--- src/sv/cbf_pkg.sv ---
// Package for the counting Bloom filter: request, status and configuration codes, controller states, datapath structs.
// No dependencies.
package cbf_pkg;

  typedef enum logic [1:0] {
    REQ_ADD    = 2'd0,
    REQ_CHECK  = 2'd1,
    REQ_REMOVE = 2'd2,
    REQ_CLEAR  = 2'd3
  } req_type_e;

  typedef enum logic [1:0] {
    ST_OK        = 2'd0,
    ST_ABSENT    = 2'd1,
    ST_OVERFLOW  = 2'd2,
    ST_UNDERFLOW = 2'd3
  } status_e;

  typedef enum logic [1:0] {
    CFG_CELL_COUNT = 2'd0,
    CFG_CELL_BITS  = 2'd1,
    CFG_HASH_COUNT = 2'd2
  } cfg_idx_e;

  typedef enum logic [5:0] {
    S_CLEAR = 6'b000001,
    S_IDLE  = 6'b000010,
    S_MOD   = 6'b000100,
    S_READ  = 6'b001000,
    S_UPD   = 6'b010000,
    S_OUT   = 6'b100000
  } state_e;

  // Controller -> datapath commands
  typedef struct packed {
    logic load;      // capture hash word, start modulo
    logic clr_start; // start a clearing sweep
    logic clr_step;  // write zero at sweep address
    logic mod_step;  // one modulo iteration
    logic rd;        // issue cell read
    logic wr;        // write back updated cell
  } dp_cmd_t;

  // Datapath -> controller status
  typedef struct packed {
    logic mod_done;
    logic clr_done;
    logic fail;      // the cell just read fails the request
  } dp_stat_t;

endpackage

--- src/sv/cbf_ctrl.sv ---
// Controller: request sequencing, hash position, failure flag, clear sweep and result register.
// Depends on cbf_pkg.
module cbf_ctrl #(
  parameter int MAX_HASHES = 16
) (
  input  logic                clk_i,
  input  logic                rst_ni,
  input  logic                in_valid_i,
  output logic                in_stall_o,
  input  cbf_pkg::req_type_e  req_type_i,
  input  logic [4:0]          hc_i,
  output logic                out_valid_o,
  input  logic                out_stall_i,
  output logic [1:0]          status_o,
  output cbf_pkg::dp_cmd_t    cmd_o,
  output cbf_pkg::req_type_e  kind_o,
  input  cbf_pkg::dp_stat_t   stat_i
);
  import cbf_pkg::*;

  localparam int PW = $clog2(MAX_HASHES + 1);

  state_e    state_q, state_d;
  req_type_e kind_q, kind_d;
  logic      fail_q, fail_d;
  logic [PW-1:0] pos_q, pos_d;
  logic      ov_q, ov_d;
  logic [1:0] st_q, st_d;
  logic      acc, last;
  logic [1:0] res;

  assign kind_o      = kind_q;
  assign out_valid_o = ov_q;
  assign status_o    = st_q;
  // a clear posts its result at once, so it waits for a free result register
  assign in_stall_o  = (state_q != S_IDLE) ||
                       (ov_q && pos_q == '0 && req_type_i == REQ_CLEAR);
  assign acc         = in_valid_i && !in_stall_o;
  assign last        = (32'(pos_q) + 32'd1) >= 32'(hc_i);

  always_comb begin
    unique case (kind_q)
      REQ_ADD:   res = ST_OVERFLOW;
      REQ_CHECK: res = ST_ABSENT;
      default:   res = ST_UNDERFLOW;
    endcase
  end

  // Sequencer
  always_comb begin
    state_d = state_q;
    kind_d  = kind_q;
    fail_d  = fail_q;
    pos_d   = pos_q;
    ov_d    = ov_q && out_stall_i;
    st_d    = st_q;
    cmd_o   = '0;
    unique case (state_q)
      S_CLEAR: begin
        cmd_o.clr_step = 1'b1;
        if (stat_i.clr_done) state_d = S_IDLE;
      end
      S_IDLE: begin
        if (acc) begin
          if (pos_q == '0) begin
            kind_d = req_type_i;
            fail_d = 1'b0;
          end
          if (pos_q == '0 && req_type_i == REQ_CLEAR) begin
            cmd_o.clr_start = 1'b1;
            ov_d  = 1'b1;
            st_d  = ST_OK;
            state_d = S_CLEAR;
          end else begin
            cmd_o.load = 1'b1;
            state_d = S_MOD;
          end
        end
      end
      S_MOD: begin
        if (stat_i.mod_done) state_d = S_READ;
        else cmd_o.mod_step = 1'b1;
      end
      S_READ: begin
        cmd_o.rd = !fail_q;
        state_d  = S_UPD;
      end
      S_UPD: begin
        if (!fail_q) begin
          if (stat_i.fail) fail_d = 1'b1;
          cmd_o.wr = (kind_q != REQ_CHECK);
        end
        state_d = S_OUT;
      end
      S_OUT: begin
        // on the last item, hold here while the previous result still waits
        if (last) begin
          if (!(ov_q && out_stall_i)) begin
            ov_d    = 1'b1;
            st_d    = fail_q ? res : ST_OK;
            pos_d   = '0;
            fail_d  = 1'b0;
            state_d = S_IDLE;
          end
        end else begin
          pos_d   = pos_q + PW'(1);
          state_d = S_IDLE;
        end
      end
      default: state_d = S_IDLE;
    endcase
  end

  always_ff @(posedge clk_i or negedge rst_ni) begin
    if (!rst_ni) begin
      state_q <= S_CLEAR;
      kind_q  <= REQ_ADD;
      fail_q  <= 1'b0;
      pos_q   <= '0;
      ov_q    <= 1'b0;
      st_q    <= '0;
    end else begin
      state_q <= state_d;
      kind_q  <= kind_d;
      fail_q  <= fail_d;
      pos_q   <= pos_d;
      ov_q    <= ov_d;
      st_q    <= st_d;
    end
  end
endmodule
--- config.mk ---
export PLATFORM = sky130hd
export DESIGN_NAME = cbf_ctrl
export DESIGN_NICKNAME = d
export VERILOG_FILES = /design/src/sv/cbf_pkg.sv /design/src/sv/cbf_ctrl.sv
export SDC_FILE = /design/constraint.sdc
export NUM_CORES = 1
export LEC_CHECK = 0
export BUFFER_PORTS_ARGS = -buffer_cell sky130_fd_sc_hd__buf_2
export CORE_MARGIN = 8
export CORE_UTILIZATION = 45
export CTS_CLUSTER_SIZE = 20
export DETAILED_ROUTE_END_ITERATION = 10
export HOLD_SLACK_MARGIN = 0.02
export PLACE_DENSITY = 0.67
export SYNTH_ARGS = -nofsm -noshare
export SYNTH_HDL_FRONTEND = slang
export SYNTH_SLANG_ARGS = --single-unit
export TNS_END_PERCENT = 50
--- constraint.sdc ---
create_clock -name clk_i -period 2.6 [get_ports clk_i]
set_clock_uncertainty 0.15 [all_clocks]
set_input_delay 0.13 -clock clk_i [delete_from_list [all_inputs] [get_ports clk_i]]
set_output_delay 0.13 -clock clk_i [all_outputs]
set_load 0.005 [all_outputs]
# ---- Yosys cells after proc, flatten, opt, wreduce, memory -nomap -nowiden
# Index checks and enable logic that the tools add are counted.
dict set report classes {
  n_reduce_logical 17
  add_sub_neg 2
  eq_ne 19
  muxes 37
  order_cmp 1
}
# op n
set ops {}
lappend ops {{$pmux W6 S6} 1}
lappend ops {{$mux W6} 5}
lappend ops {{$mux W1} 17}
lappend ops {{$ne A2 B2 Y1 const B} 8}
lappend ops {{$mux W2} 7}
lappend ops {{$mux W5} 2}
lappend ops {{$reduce_and A5 Y1} 2}
lappend ops {{$pmux W2 S2} 2}
lappend ops {{$add A5 B1 Y6 const B} 1}
lappend ops {{$eq A6 B1 Y1 const B} 1}
lappend ops {{$eq A6 B2 Y1 const B} 1}
lappend ops {{$eq A6 B3 Y1 const B} 1}
lappend ops {{$eq A6 B4 Y1 const B} 1}
lappend ops {{$eq A6 B5 Y1 const B} 1}
lappend ops {{$eq A6 B6 Y1 const B} 1}
lappend ops {{$ge A6 B5 Y1} 1}
lappend ops {{$ne A6 B2 Y1 const B} 1}
lappend ops {{$add A5 B1 Y5 const B} 1}
lappend ops {{$logic_and A1 B1 Y1} 5}
lappend ops {{$logic_not A5 Y1} 1}
lappend ops {{$reduce_and A4 Y1} 1}
lappend ops {{$mux W3} 1}
lappend ops {{$ne A3 B3 Y1 const B} 1}
lappend ops {{$pmux W1 S3} 1}
lappend ops {{11 further kinds} 12}
dict set report totals {
  elab_cells 82
  in_bits 14
  regBits 17
  out_inout_bits 12
}

# ---- Depth between registers and ports, before layout
# Gate-level depths: netlist of the first run.
dict set report depth {
  ltp_word 8
  mapped_depth 9
  mapped_depth_nobuf 8
}

# ---- Worst setup path before layout of the first run
# OpenSTA, ideal clock, no wires.
dict set report synth_timing {
  kind {reg2reg}
  start {register pos_q[0]}
  end {register pos_q[3]}
  path_buffers 0
  setup_ns 0.118
  path_stages_with_launch 9
  path_slack_ns 0.353
  arrival_time_ns 1.979
  t_required_ns 2.332
  synth_period_minus_slack_ns 2.247
  path_cell_list {dfrtp_1 -> ha_1 -> nand3_1 -> xnor2_1 -> ha_1 -> nand3_1 -> o2111ai_4 -> mux2_4 -> a21o_1}
}
dict set report synth_via {
  elab_chain_len 4
  word_cells_on_any_way 6
  classes_between {2 x add/sub; 1 x order compare; 1 x eq/ne; 1 x mux; 1 x reduce/logical}
}
# item line
set synth_rtl {}
lappend synth_rtl {{start: declaration} cbf_ctrl.sv:26} ;# logic [PW-1:0] pos_q, pos_d;
lappend synth_rtl {{start signal: assignment} cbf_ctrl.sv:126} ;# pos_q <= pos_d;
lappend synth_rtl {{$add A5 B1 Y6} cbf_ctrl.sv:39} ;# assign last = (32'(pos_q) + 32'd1) >= 32'(hc_i);
lappend synth_rtl {{$ge A6 B5 Y1} cbf_ctrl.sv:39}
lappend synth_rtl {{$ne A2 B2 Y1 (no source line)} --}
lappend synth_rtl {{$reduce_and A2 Y1 (no source line)} --}
# Several ways; a longest one is shown, not always the timed one.
# A chain may end at the register's enable or synchronous reset.

==> flow_summary.toml, run 1 <==
[yosys]
synthFlopType = "dfrtp_1"
syn_avg_cell_area_um2 = 9.37
yosysUniqueCellTypes = 45
synthCells = 123
synth_edf_count = 0
synth_fp_nets = 144
ys_warn_count = 0
seq_area_frac_synth_pct = 37.0
synthArstFlopShare_pct = 100
netlist_top_cells_area = "dfrtp_1 35%, ha_1 7.6%, inv_1 4.6%"
synth-seq-cells = 17
synth_top_cell_by_area = "dfrtp_1"
synth_top_area_share_pct = 34.7
synth_area_um2 = 1150

[global_route]
met1_usage_pct = 16.1
overflow = 0
antenna_found_initial = 0
grt_max_degree = 18
gr-usage-met3_pct = 4.03
grt_pass1_wl_um = 4700
grt_usage_pct = 13.2
use_met2_pct = 22.5
grt_pass1_vias = 1086
top_usage_layer = "met2"

[setup_path]
cp.required_ps = 2320
arrival_ps = 2230
ff2ff_setup_slack_ps = 120
crit_path_end = "cmd_o[4]"
rr_endpoint = "state_q[2]$_DFFE_PN0P_"
critPathKind = "register to output pin"
reg2reg_from = "pos_q[0]$_DFFE_PN0P_"
crit_fanout = 7
start_kind = "register"
worstSetupEndpointType = "output pin"
startpoint = "pos_q[0]$_DFFE_PN0P_"
r2r_cells = 6

[cts]
htree_num_levels = 1
cts_sinks = 17
cts_tree = "built"
clockBufferDepth = 2
cts_buffers = 3
clk_pin_slew_ps = 90
root_buffer = "clkbuf_4"
clkLatencyLatePin_ps = 290

[detailed_routing]
num_vias = 1059
dr.first_iter.drc_count = 52
routed_wl_um = 2770
ant_nets = 0
viasPerCell = 5.43
wire_per_inst_um = 14.2
dr.pass1.iters = 4
route.detailed.drc = 0

[finish]
final-seq-area_um2 = 428
insertedDiodeCount = 0
layout_common_cells = "25 x buf_2, 15 x dfrtp_1, 14 x inv_1, 11 x nand2_1"
fin_util_pct = 60.1
syn_to_final_growth_pct = 28.1
final_common_cell = "buf_2"
instances_no_fill = 195
drive_above_1_share_pct = 32.7
fillers = 209
nets = 187
multi_input_area_um2 = 682

[run_status]
status = "finished clean"

[floorplanning]
ios = 26
fp-row-count = 18
dieHeight_um = 66.6
initial_core_util_pct = 46.9
die_area_um2 = 4440
die_w_um = 66.6
coreArea_um2 = 2450

[place]
dp.cells = 179
gp_congestion = 0.821
numPortBuffers = 25
hpwl_um = 2080
place_ws_ps = 88.9

[power]
leakage_nw = 0.731
vdd_drop_max_mv = 0.566
powerDensity_nw_per_um2 = 680
total_power_mw = 1.00

[sta]
drv_slew = 0
worst_slack_ps = 89.6
slew_headroom_pct = 70.7
setup_viol = 0
worst_pin_slew_ps = 440
hold_viol = 0
period_share_pct = 96.6
period_needed_ps = 2510
fmax_ghz = 0.398

[hold_path]
hold_depth = 3
hold_class = "input port to register"

[run]
max_cap_violations = 0
[report_power, final]
| part | total [mW] | internal [mW] | switching [mW] |
|---|---|---|---|
| clock network | 0.136 | 0.0597 | 0.0765 |
| logic | 0.470 | 0.231 | 0.239 |
| registers | 0.398 | 0.322 | 0.0759 |
[metrics by stage]
stage,cell area (µm²),hold WS [ps],TNS (ps)
2_1_floorplan,1150,-316,0
3_3_place_gp,1320,-86.8,0
3_5_place_dp,1320,-85.8,0
4_1_cts,1430,43.1,0
5_1_grt,1480,56.3,-17.7
6_report,1480,54.1,0
[worst max-delay path, stage by stage (launching register included)]
cell     delay, ps
dfrtp_2        450
inv_1           90
ha_1           150
or4b_2         660
nor2_4         200
nand4_1        190
inv_1           90
buf_2          110
[kinds of logic (layout without fill, tap and decap cells)]
group / Yosys count / in the layout / synth area share, %
XOR/XNOR: 3 / 3 / 2.28
multiplexers: 4 / 4 / 4.13
flip-flops: 17 / 17 / 37.0
adder cells (fa/ha/maj): 7 / 7 / 7.60
AO/OA/AOI/OAI: 23 / 24 / 16.1
AND/OR/NAND/NOR: 53 / 53 / 26.8
buffers and inverters: 16 / 57 / 6.08
[cell type report]
type,count,area share [%]
clock buffer,4,1.78
tap,30,2.54
inverter,14,3.56
sequential,17,29.0
timing repair buffer,39,16.9
multi-input combinational,91,46.2
[how the worst min path moves through the flow]
stage | start | end | slack, ps
after floorplan | rst_ni | fail_q$_DFFE_PN0P_ | -320
after global placement | rst_ni | kind_o[0]$_DFFE_PN0P_ | -90
after detailed placement | rst_ni | kind_o[0]$_DFFE_PN0P_ | -90
after CTS | in_valid_i | state_q[0]$_DFFE_PN1P_ | 40
after global routing | in_valid_i | state_q[0]$_DFFE_PN1P_ | 60
final | in_valid_i | state_q[0]$_DFFE_PN1P_ | 50
[state kept, by name, indices dropped and copies added (netlist names)]
name         flops
kind_o           2
status_o         2
fail_q           1
out_valid_o      1
pos_q            5
state_q          6
[timing repair]
action | 4_1_cts | 5_1_grt
buffers inserted | 0 | 3
setup endpoints to repair | 0 | 5
hold buffers | 8 | 0
endpoints found under the hold margin | 24 | 0
gates resized for setup | 0 | 3
[per-layer routing]
layer	wire length [µm]	share of wire (%)
met1	1190	43
met2	1440	52
met3	142	5.1
met4	0	0
met5	0	0
[Yosys cell counts (all sizes together) (2+ instances only)]
master and instances:
nand4 3, o2bb2ai 2, or4 2, nor3b 3, nor3 5, nand3 8, nand2 11, dfrtp 16
nor2b 3, xnor2 2, clkbuf 2, mux2 3, nand2b 3, nor2 8, inv 14, o2111ai 2
a21o 3, ha 7, o21ai 6, or3 2
No activity file was read; power rests on OpenSTA's default activity.
==> inputs of run 2 (changes only) <==
--- a/constraint.sdc
+++ b/constraint.sdc
@@ -3,3 +3,3 @@
 set_input_delay 0.13 -clock clk_i [delete_from_list [all_inputs] [get_ports clk_i]]
 set_output_delay 0.13 -clock clk_i [all_outputs]
-set_load 0.005 [all_outputs]
+set_load 0.05 [all_outputs]
==> flow_summary.toml, run 2 (synthesized netlist as in run 1, its figures left out) <==
[cts]
clkLatencyLatePin_ps = 290
cts_sinks = 17
root_buffer = "clkbuf_4"
cts_tree = "built"
clockBufferDepth = 2
clk_pin_slew_ps = 100
cts_buffers = 3
htree_num_levels = 1

[global_route]
antenna_found_initial = 0
grt_pass1_wl_um = 4820
grt_usage_pct = 13.5
met1_usage_pct = 15.8
grt_pass1_vias = 1086
grt_max_degree = 18
gr-usage-met3_pct = 3.52
use_met2_pct = 22.9
overflow = 0
top_usage_layer = "met2"

[sta]
period_needed_ps = 2520
drv_slew = 0
worst_pin_slew_ps = 384
slew_headroom_pct = 74.4
hold_viol = 0
fin_hold_ws_ps = 39.0
rsz0062_at_grt = "no"
fmax_ghz = 0.397
finalSetupTns_ps = 0
setup_viol = 0
period_share_pct = 96.9

[detailed_routing]
viasPerCell = 5.53
dr.pass1.iters = 4
dr.first_iter.drc_count = 60
routed_wl_um = 2810
route.detailed.drc = 0
wire_per_inst_um = 14.5
num_vias = 1072
ant_nets = 0

[floorplanning]
fp-row-count = 18
dieHeight_um = 66.6
initial_core_util_pct = 46.9
die_area_um2 = 4440
coreArea_um2 = 2450
ios = 26
die_w_um = 66.6

[finish]
final_common_cell = "buf_2"
top_register = "state_q"
fin_area_um2 = 1480
syn_to_final_growth_pct = 28.1
top_regs = "state_q x6, pos_q x5"
layout_common_cells = "23 x buf_2, 15 x dfrtp_1, 14 x inv_1, 11 x nand2_1"
drive_above_1_share_pct = 34.1
nets = 186
largest_register_ffs = 6
insertedDiodeCount = 0

[place]
hpwl_um = 2100
numPortBuffers = 25
placed_area_um2 = 1330
gp_congestion = 0.876

[hold_path]
hold_class = "input port to register"
min_to = "state_q[2]$_DFFE_PN0P_"
hp-start = "in_valid_i"
hold_depth = 3

[power]
leakage_nw = 0.741
powerDensity_nw_per_um2 = 755
vdd_drop_max_mv = 0.512

[setup_path]
reg2reg_from = "pos_q[1]$_DFFE_PN0P_"
r2r_cells = 8
start_kind = "register"
crit_fanout = 5
rr_endpoint = "pos_q[3]$_DFFE_PN0P_"
worstSetupEndpointType = "output pin"
critPathKind = "register to output pin"
ff2ff_setup_slack_ps = 190
arrival_ps = 2240
cp.required_ps = 2320

[run]
max_cap_violations = 0

[run_status]
status = "finished clean"
[run 2: what timing repair did]
item,in CTS,in global routing
resized for setup,2,4
setup endpoints to repair,1,5
hold buffers,7,0
pin swaps,0,3
buffers inserted,0,4
hold endpoints to repair,24,0
[run 2: cell type report]
type	count	area [µm²]
Inverter	14	52.6
Tap cell	30	37.5
Multi-Input combinational cell	90	679
Sequential cell	17	428
Fill cell	210	978
Clock buffer	4	26.3
Timing Repair Buffer	39	253
[run 2: per-layer routing]
metal | up-vias | share of wire (%)
met5 | - | 0
met4 | 0 | 1.7
met3 | 6 | 5.8
met2 | 30 | 49
met1 | 509 | 44
li1 | 527 | -
[run 2: critical path: stages, from the launching register on]
cell and delay, ps:
dfrtp_1 430, or4_4 570, or3b_2 540, nor3_2 170, clkbuf_4 250
[run 2: worst max path at each step]
stage | startpoint | cells after the start | to | slack, ps
after detailed placement | pos_q[0]$_DFFE_PN0P_ | 9 | pos_q[2]$_DFFE_PN0P_ | 120
after global placement | pos_q[0]$_DFFE_PN0P_ | 9 | pos_q[2]$_DFFE_PN0P_ | 170
after floorplan | state_q[2]$_DFFE_PN0P_ | 3 | cmd_o[0] | 200
after CTS | pos_q[0]$_DFFE_PN0P_ | 7 | cmd_o[4] | 50
final | state_q[2]$_DFFE_PN0P_ | 4 | cmd_o[0] | 80
after global routing | pos_q[0]$_DFFE_PN0P_ | 7 | cmd_o[4] | 6
[run 2: through the flow]
stage / std cells / setup slack (ps) / power, mW / util [%]
after CTS: 190 / 49.2 / 1.11 / 58.2
after global placement: 179 / 166 / 0.939 / 54.0
after detailed placement: 179 / 122 / 0.952 / 54.0
final: 194 / 81.0 / 1.12 / 60.1
after floorplan: 123 / 202 / 0.811 / -
after global routing: 194 / 6.37 / 1.20 / 60.1
[run 2: report_power, final]
group | total (mW) | internal (mW) | switching (mW)
combinational | 0.573 | 0.212 | 0.361
sequential | 0.398 | 0.322 | 0.0754
clock | 0.145 | 0.0596 | 0.0849
